### src/hw/rtl/wsfr_pkg.sv
package wsfr_pkg;

  localparam logic [7:0] FRAME_SEED = 8'h80;
  localparam logic [7:0] CMD_SERVO  = 8'h04;
  localparam logic [7:0] CMD_NORMAL = 8'h07;
  localparam logic [7:0] CMD_RESET  = 8'h7F;
  localparam logic [7:0] SERVO_BIAS = 8'h80;

  localparam int unsigned QUEUE_DEPTH = 2;

  // one classified item handed from the front to the back
  typedef struct packed {
    logic       accepted;
    logic       dropped;
    logic [7:0] cmd;
    logic [7:0] servo_pos;
  } wsfr_rec_t;

endpackage

### src/hw/rtl/wsfr_in_if.sv
interface wsfr_in_if;
  logic       valid;
  logic       ready;
  logic [7:0] rx_byte;

  modport source (output valid, output rx_byte, input ready);
  modport sink (input valid, input rx_byte, output ready);
endinterface

### src/hw/rtl/wsfr_out_if.sv
interface wsfr_out_if;
  logic              valid;
  logic              ready;
  logic              frame_accepted;
  logic              byte_dropped;
  logic [7:0]        command_code;
  logic signed [7:0] servo_target;
  logic              initializing;

  modport source (output valid, output frame_accepted, output byte_dropped,
                  output command_code, output servo_target, output initializing,
                  input ready);
  modport sink (input valid, input frame_accepted, input byte_dropped,
                input command_code, input servo_target, input initializing,
                output ready);
endinterface

### src/hw/rtl/wsfr_front.sv
module wsfr_front (
  input  logic                clk,
  input  logic                rst_n,
  wsfr_in_if.sink             in_ch,
  input  logic                q_full,
  output logic                push,
  output wsfr_pkg::wsfr_rec_t rec
);
  import wsfr_pkg::*;

  localparam logic [1:0] FILL_FULL = 2'd3;

  logic [7:0] win_r [3];
  logic [1:0] fill_r;
  logic [1:0] fill_nxt;
  logic [7:0] chk;

  assign in_ch.ready = !q_full;
  assign push        = in_ch.valid && !q_full;

  always_comb begin
    chk = FRAME_SEED ^ win_r[0] ^ win_r[1] ^ win_r[2] ^ in_ch.rx_byte;
    rec = '0;
    // bit 7 of the position is byte1 bit0 or'ed with byte2 bit7
    rec.servo_pos = {win_r[1][0] | win_r[2][7], win_r[2][6:0]};
    fill_nxt = fill_r;
    if (fill_r != FILL_FULL) begin
      fill_nxt = fill_r + 2'd1;
    end else if (chk == 8'h00) begin
      rec.accepted = 1'b1;
      rec.cmd      = win_r[0] ^ FRAME_SEED;
      fill_nxt     = 2'd0;
    end else begin
      rec.dropped = 1'b1;
    end
  end

  always_ff @(posedge clk) begin
    if (!rst_n) begin
      fill_r <= 2'd0;
    end else if (push) begin
      fill_r <= fill_nxt;
    end
  end

  // window bytes are only read once the fill count says they were written
  always_ff @(posedge clk) begin
    if (push) begin
      if (fill_r != FILL_FULL) begin
        win_r[fill_r] <= in_ch.rx_byte;
      end else if (!rec.accepted) begin
        win_r[0] <= win_r[1];
        win_r[1] <= win_r[2];
        win_r[2] <= in_ch.rx_byte;
      end
    end
  end

endmodule

### src/hw/rtl/wsfr_queue.sv
module wsfr_queue (
  input  logic                clk,
  input  logic                rst_n,
  input  logic                push,
  input  wsfr_pkg::wsfr_rec_t push_rec,
  output logic                full,
  output logic                q_valid,
  input  logic                pop,
  output wsfr_pkg::wsfr_rec_t pop_rec
);
  import wsfr_pkg::*;

  localparam int unsigned PTR_W = (QUEUE_DEPTH > 1) ? $clog2(QUEUE_DEPTH) : 1;
  localparam int unsigned CNT_W = $clog2(QUEUE_DEPTH + 1);
  localparam logic [PTR_W-1:0] LAST_PTR = PTR_W'(QUEUE_DEPTH - 1);
  localparam logic [CNT_W-1:0] FULL_CNT = CNT_W'(QUEUE_DEPTH);

  wsfr_rec_t        mem_r [QUEUE_DEPTH];
  logic [PTR_W-1:0] wr_ptr_r;
  logic [PTR_W-1:0] rd_ptr_r;
  logic [CNT_W-1:0] count_r;

  assign full    = (count_r == FULL_CNT);
  assign q_valid = (count_r != '0);
  assign pop_rec = mem_r[rd_ptr_r];

  always_ff @(posedge clk) begin
    if (!rst_n) begin
      wr_ptr_r <= '0;
      rd_ptr_r <= '0;
      count_r  <= '0;
    end else begin
      if (push) begin
        wr_ptr_r <= (wr_ptr_r == LAST_PTR) ? '0 : wr_ptr_r + PTR_W'(1);
      end
      if (pop) begin
        rd_ptr_r <= (rd_ptr_r == LAST_PTR) ? '0 : rd_ptr_r + PTR_W'(1);
      end
      if (push && !pop) begin
        count_r <= count_r + CNT_W'(1);
      end else if (pop && !push) begin
        count_r <= count_r - CNT_W'(1);
      end
    end
  end

  always_ff @(posedge clk) begin
    if (push) begin
      mem_r[wr_ptr_r] <= push_rec;
    end
  end

  a_count_bound: assert property (@(posedge clk) disable iff (!rst_n)
    count_r <= FULL_CNT)
    else $error("queue count above depth");

  a_count_inc: assert property (@(posedge clk) disable iff (!rst_n)
    (push && !pop) |=> (count_r == $past(count_r) + CNT_W'(1)))
    else $error("queue count did not grow on push");

  a_count_dec: assert property (@(posedge clk) disable iff (!rst_n)
    (pop && !push) |=> (count_r == $past(count_r) - CNT_W'(1)))
    else $error("queue count did not shrink on pop");

endmodule

### src/hw/rtl/wsfr_back.sv
module wsfr_back (
  input  logic                clk,
  input  logic                rst_n,
  input  logic                q_valid,
  input  wsfr_pkg::wsfr_rec_t rec,
  output logic                pop,
  wsfr_out_if.source          out_ch
);
  import wsfr_pkg::*;

  typedef enum logic [1:0] {
    MODE_UNKNOWN = 2'd0,
    MODE_INIT    = 2'd1,
    MODE_NORMAL  = 2'd2
  } wheel_mode_t;

  wheel_mode_t       mode_r;
  wheel_mode_t       mode_nxt;
  logic [7:0]        servo_r;
  logic [7:0]        servo_nxt;
  logic              out_valid_r;
  logic              acc_r;
  logic              drop_r;
  logic [7:0]        cmd_r;
  logic              init_r;

  assign pop = q_valid && (!out_valid_r || out_ch.ready);

  always_comb begin
    mode_nxt  = mode_r;
    servo_nxt = servo_r;
    if (rec.accepted) begin
      unique case (rec.cmd)
        CMD_SERVO:  servo_nxt = SERVO_BIAS - rec.servo_pos;
        CMD_NORMAL: mode_nxt  = MODE_NORMAL;
        CMD_RESET:  mode_nxt  = MODE_INIT;
        default:    ;
      endcase
    end
  end

  always_ff @(posedge clk) begin
    if (!rst_n) begin
      mode_r      <= MODE_UNKNOWN;
      servo_r     <= 8'h00;
      out_valid_r <= 1'b0;
    end else if (pop) begin
      mode_r      <= mode_nxt;
      servo_r     <= servo_nxt;
      out_valid_r <= 1'b1;
    end else if (out_ch.ready) begin
      out_valid_r <= 1'b0;
    end
  end

  always_ff @(posedge clk) begin
    if (pop) begin
      acc_r  <= rec.accepted;
      drop_r <= rec.dropped;
      cmd_r  <= rec.cmd;
      init_r <= (mode_nxt == MODE_INIT);
    end
  end

  assign out_ch.valid          = out_valid_r;
  assign out_ch.frame_accepted = acc_r;
  assign out_ch.byte_dropped   = drop_r;
  assign out_ch.command_code   = cmd_r;
  assign out_ch.servo_target   = servo_r;
  assign out_ch.initializing   = init_r;

  a_flags_exclusive: assert property (@(posedge clk) disable iff (!rst_n)
    out_valid_r |-> !(acc_r && drop_r))
    else $error("item both accepted and dropped");

  a_cmd_zero: assert property (@(posedge clk) disable iff (!rst_n)
    (out_valid_r && !acc_r) |-> (cmd_r == 8'h00))
    else $error("command code set on a frame not accepted");

  a_reset_cmd: assert property (@(posedge clk) disable iff (!rst_n)
    (pop && rec.accepted && rec.cmd == CMD_RESET) |=> (init_r && mode_r == MODE_INIT))
    else $error("reset command did not enter initializing mode");

endmodule

### src/hw/rtl/wheel_serial_frame_receiver_core.sv
// path: a result passes the combinational front, a queue entry and the output register in the back
// throughput: one byte per cycle unless the queue is full, set by the combinational window check in
//   the front and the one-entry output register in the back; a two-entry queue lets either side stall alone
// reset (rst_n low, synchronous): window emptied, mode unknown, servo position zero,
//   queue and output register empty
module wheel_serial_frame_receiver_core (
  input logic      clk,
  input logic      rst_n,
  wsfr_in_if.sink  in_ch,
  wsfr_out_if.source out_ch
);
  import wsfr_pkg::*;

  logic      push;
  logic      q_full;
  logic      q_valid;
  logic      pop;
  wsfr_rec_t push_rec;
  wsfr_rec_t pop_rec;

  wsfr_front u_front (
    .clk    (clk),
    .rst_n  (rst_n),
    .in_ch  (in_ch),
    .q_full (q_full),
    .push   (push),
    .rec    (push_rec)
  );

  wsfr_queue u_queue (
    .clk      (clk),
    .rst_n    (rst_n),
    .push     (push),
    .push_rec (push_rec),
    .full     (q_full),
    .q_valid  (q_valid),
    .pop      (pop),
    .pop_rec  (pop_rec)
  );

  wsfr_back u_back (
    .clk     (clk),
    .rst_n   (rst_n),
    .q_valid (q_valid),
    .rec     (pop_rec),
    .pop     (pop),
    .out_ch  (out_ch)
  );

endmodule

### src/flat_wrapper.sv
// flat-port wrapper written by rule: the top's interface ports become plain ports
module wheel_serial_frame_receiver_core_flat import wsfr_pkg::*;
  (clk, rst_n, in_ch_valid, in_ch_rx_byte, in_ch_ready, out_ch_valid, out_ch_frame_accepted, out_ch_byte_dropped, out_ch_command_code, out_ch_servo_target, out_ch_initializing, out_ch_ready);
  wsfr_in_if in_ch_i ();
  wsfr_out_if out_ch_i ();
  input logic clk;
  input logic rst_n;
  input wire logic [$bits(in_ch_i.valid)-1:0] in_ch_valid;
  input wire logic [$bits(in_ch_i.rx_byte)-1:0] in_ch_rx_byte;
  output wire logic [$bits(in_ch_i.ready)-1:0] in_ch_ready;
  output wire logic [$bits(out_ch_i.valid)-1:0] out_ch_valid;
  output wire logic [$bits(out_ch_i.frame_accepted)-1:0] out_ch_frame_accepted;
  output wire logic [$bits(out_ch_i.byte_dropped)-1:0] out_ch_byte_dropped;
  output wire logic [$bits(out_ch_i.command_code)-1:0] out_ch_command_code;
  output wire logic [$bits(out_ch_i.servo_target)-1:0] out_ch_servo_target;
  output wire logic [$bits(out_ch_i.initializing)-1:0] out_ch_initializing;
  input wire logic [$bits(out_ch_i.ready)-1:0] out_ch_ready;
  assign in_ch_i.valid = in_ch_valid;
  assign in_ch_i.rx_byte = in_ch_rx_byte;
  assign in_ch_ready = in_ch_i.ready;
  assign out_ch_valid = out_ch_i.valid;
  assign out_ch_frame_accepted = out_ch_i.frame_accepted;
  assign out_ch_byte_dropped = out_ch_i.byte_dropped;
  assign out_ch_command_code = out_ch_i.command_code;
  assign out_ch_servo_target = out_ch_i.servo_target;
  assign out_ch_initializing = out_ch_i.initializing;
  assign out_ch_i.ready = out_ch_ready;
  wheel_serial_frame_receiver_core u_core (.clk(clk), .rst_n(rst_n), .in_ch(in_ch_i), .out_ch(out_ch_i));
endmodule
### config.mk
export PLATFORM = sky130hd
export DESIGN_NAME = wheel_serial_frame_receiver_core_flat
export DESIGN_NICKNAME = d
export VERILOG_FILES = /design/src/hw/rtl/wsfr_pkg.sv /design/src/hw/rtl/wsfr_in_if.sv /design/src/hw/rtl/wsfr_out_if.sv /design/src/hw/rtl/wsfr_front.sv /design/src/hw/rtl/wsfr_queue.sv /design/src/hw/rtl/wsfr_back.sv /design/src/hw/rtl/wheel_serial_frame_receiver_core.sv /design/src/flat_wrapper.sv
export SDC_FILE = /design/constraint.sdc
export NUM_CORES = 1
export LEC_CHECK = 0
export BUFFER_PORTS_ARGS = -buffer_cell sky130_fd_sc_hd__buf_2
export CORE_ASPECT_RATIO = 1.4
export CORE_UTILIZATION = 25
export DETAILED_ROUTE_END_ITERATION = 8
export GPL_ROUTABILITY_DRIVEN = 0
export GPL_TIMING_DRIVEN = 0
export PLACE_DENSITY_LB_ADDON = 0.12
export SETUP_SLACK_MARGIN = 0.02
export SYNTH_ARGS = -nofsm -noshare
export SYNTH_HDL_FRONTEND = slang
export SYNTH_SLANG_ARGS = --single-unit
export TNS_END_PERCENT = 100
### constraint.sdc
create_clock -name clk -period 2.7 [get_ports clk]
set_input_delay 0.405 -clock clk [delete_from_list [all_inputs] [get_ports clk]]
set_output_delay 0.405 -clock clk [all_outputs]
set_load 0.005 [all_outputs]
==> results.json <==
{
  "internal-power_mw": 3.096,
  "seq_area_frac_synth": 0.6352,
  "synth_top_area_frac": 0.5434,
  "postCtsHoldBufs": 0,
  "final_cell_area_um2": 4727,
  "syn_nets": 298,
  "track_usage": 0.1076,
  "die_h_um": 150.2,
  "async_flop_share": 0,
  "drc": 0,
  "period_minus_slack_ns": 2.484,
  "power.total_mw": 4.223,
  "synth_most_common_cell": "edfxtp_1",
  "ant_nets": 0,
  "netlist_top_cells_count": "edfxtp_1 (71), xnor2_1 (25), mux2_2 (19)",
  "synth_edf_count": 71,
  "path_cells": "xnor2_1, xnor2_1, nand4_1, o21ai_1, nor2_2, buf_2, mux2_1",
  "syn_to_final_growth_pct": 20.47,
  "grt_pass1_vias": 2261,
  "ios": 33,
  "slew_viol_final": 0,
  "tightest_slew_ns": 0.8525,
  "max_stage_delay_ns": 0.47,
  "crit_family": "flip-flops",
  "vias": 2198,
  "path_max_fanout": 10,
  "outcome": "finished, final reports clean",
  "tritoncts": "yes",
  "antenna_found_initial": 0,
  "yosysTopAreaCell": "edfxtp_1",
  "cap_violations": 0,
  "grt_max_degree": 19,
  "grt.overflow.total": 0,
  "clockRootBuffer": "clkbuf_16",
  "core_um2": 15190,
  "yosys_warnings": 0,
  "cpMostUsedCell": "xnor2_1",
  "cts_made_buffers": 9,
  "worstSetupPathType": "flip-flop to flip-flop",
  "grt_first_pass_wirelength_mm": 12.45,
  "cts.path.max_buffers": 2,
  "hold_viol_final": 0,
  "synth_ff_type": "edfxtp_1",
  "period_share": 0.9200,
  "fin_nets": 342,
  "dr.pass1.iters": 4,
  "dr.max_layer_used": "met4",
  "p_clk_frac": 0.346,
  "critPathLaunchType": "flip-flop",
  "required_ns": 2.79,
  "first_iter_violations": 59,
  "synth_area_um2": 3924,
  "p_sw_frac": 0.2670,
  "place_area_um2": 4354,
  "slowest_stage": "edfxtp_1",
  "synth.area.top_cells": "edfxtp_1 (54%), dfxtp_1 (9.2%), xnor2_1 (5.6%)",
  "finalClockSkew_ns": 0.005588,
  "routedWlPerCell_um": 15.06,
  "wl_mm": 7.848,
  "dieArea_um2": 16210,
  "die_x_um": 107.9,
  "p_seq_frac": 0.450,
  "cts.clk_slew.worst_paths_ns": 0.06,
  "hp-class": "primary input to flip-flop",
  "vias_per_cell": 4.219,
  "p_per_area_nw_per_um2": 893.5,
  "drive_gt1_frac": 0.2462,
  "power.leakage_nw": 1.681,
  "port_buffers": 31,
  "num_rows": 53,
  "p_switching_mw": 1.128,
  "fin_setup_tns_ns": 0,
  "syn_area_per_cell_um2": 14.01,
  "insertion_delay_ns": 0.34,
  "setup_viol": 0,
  "htree_num_levels": 3,
  "n_antenna_cell": 0,
  "cts_sinks": 89,
  "relSlewSlack": 0.4316,
  "fillers": 1501,
  "rsz0062_at_grt": "yes",
  "ir_drop_uv": 323.0,
  "worst_setup_path_end_kind": "flip-flop",
  "routed-wl-met3_um": 213,
  "synth-seq-cells": 89,
  "dr_wl_met2_mm": 4.274,
  "power_frac_comb": 0.203,
  "hold_ws_ns": 0.2932,
  "path_buf_inv": 1,
  "fmax_mhz": 402.6,
  "synthCells": 280,
  "drt-met1-wl_mm": 3.202,
  "hpwl_mm": 6.088,
  "ys_types": 46,
  "arrival_ns": 2.57,
  "initial_core_util": 0.2584
}
## what timing repair did
action                     CTS  global route
setup buffers                0             0
resized for setup            2             4
setup endpoints to repair   16            16
pin swaps                    0             0
## stage by stage
stage | instances | worst slack (ns) | utilization
detailed placement | 505 | -0.2987 | 0.2867
global placement | 503 | -0.3333 | 0.2844
finish | 521 | 0.2161 | 0.3113
global route | 521 | -0.003807 | 0.3113
CTS | 521 | 0.008598 | 0.3105
floorplan | 280 | 0.5029 | -
## registers in the layout, summed over array words and instances (netlist names), 2 cells and up, named ones only
name,count
u_core.u_queue.mem_r,36
u_core.u_front.win_r,24
u_core.u_back.out_ch.command_code,8
u_core.u_back.out_ch.servo_target,8
u_core.u_back.mode_r,2
u_core.u_front.fill_r,2
u_core.u_queue.count_r,2
## placed cells by master (no fill, tap or decap), types with 7 or more instances in the layout
master,Yosys,routed
xor2_1,8,8
mux2i_1,16,16
mux2_2,19,19
buf_2,4,33
nand2_1,9,9
clkbuf_16,0,9
and3_1,9,9
inv_1,7,7
edfxtp_1,71,71
nor2_1,14,13
nor2b_1,9,9
xnor2_1,25,25
dfxtp_1,18,18
## area by class of cell
type | instances | area (um^2) | area share
clock buffer | 9 | 225.2 | 0.04764
clock inverter | 7 | 125.1 | 0.02647
buffer | 9 | 53.80 | 0.01138
sequential | 89 | 2492 | 0.5273
multi-input combinational | 175 | 1376 | 0.2912
tap | 192 | 240.2 | 0.05082
timing repair buffer | 33 | 187.7 | 0.03970
inverter | 7 | 26.28 | 0.005559
## final timing paths
check | slack, ns | depth (start not counted) | endpoint | from
max | 0.22 | 7 | u_core.u_front.win_r[1][5] | u_core.u_front.win_r[2][4]
min | 0.29 | 1 | u_core.u_front.win_r[2][6] | in_ch_rx_byte[6]
max reg2reg | 0.22 | 7 | u_core.u_front.win_r[1][5] | u_core.u_front.win_r[2][4]
min reg2reg | 0.46 | 2 | u_core.u_back.mode_r[0] | u_core.u_back.mode_r[0]
## power by group through the flow
stage | clock network (mW) | registers [mW] | logic [mW]
after floorplan | 0 | 1.91 | 0.573
after global placement | 0 | 1.94 | 0.841
after detailed placement | 0 | 1.94 | 0.875
after CTS | 1.51 | 1.91 | 0.881
after global routing | 1.57 | 1.93 | 0.962
final | 1.46 | 1.90 | 0.858
## metal layers
metal | vias up | global-route usage
li1 | 1113 | -
met1 | 1052 | 0.1138
met2 | 25 | 0.1958
met3 | 8 | 0.02857
met4 | 0 | 0.05137
met5 | - | 0
## kinds of logic after synthesis
family	share of synthesized area
flip-flops	0.6352
AND/OR/NAND/NOR	0.1081
multiplexers	0.1097
XOR/XNOR	0.07366
AO/OA/AOI/OAI	0.03572
buffers and inverters	0.01849
adder cells (fa/ha/maj)	0.01913
(Power assumes the default switching activity.)
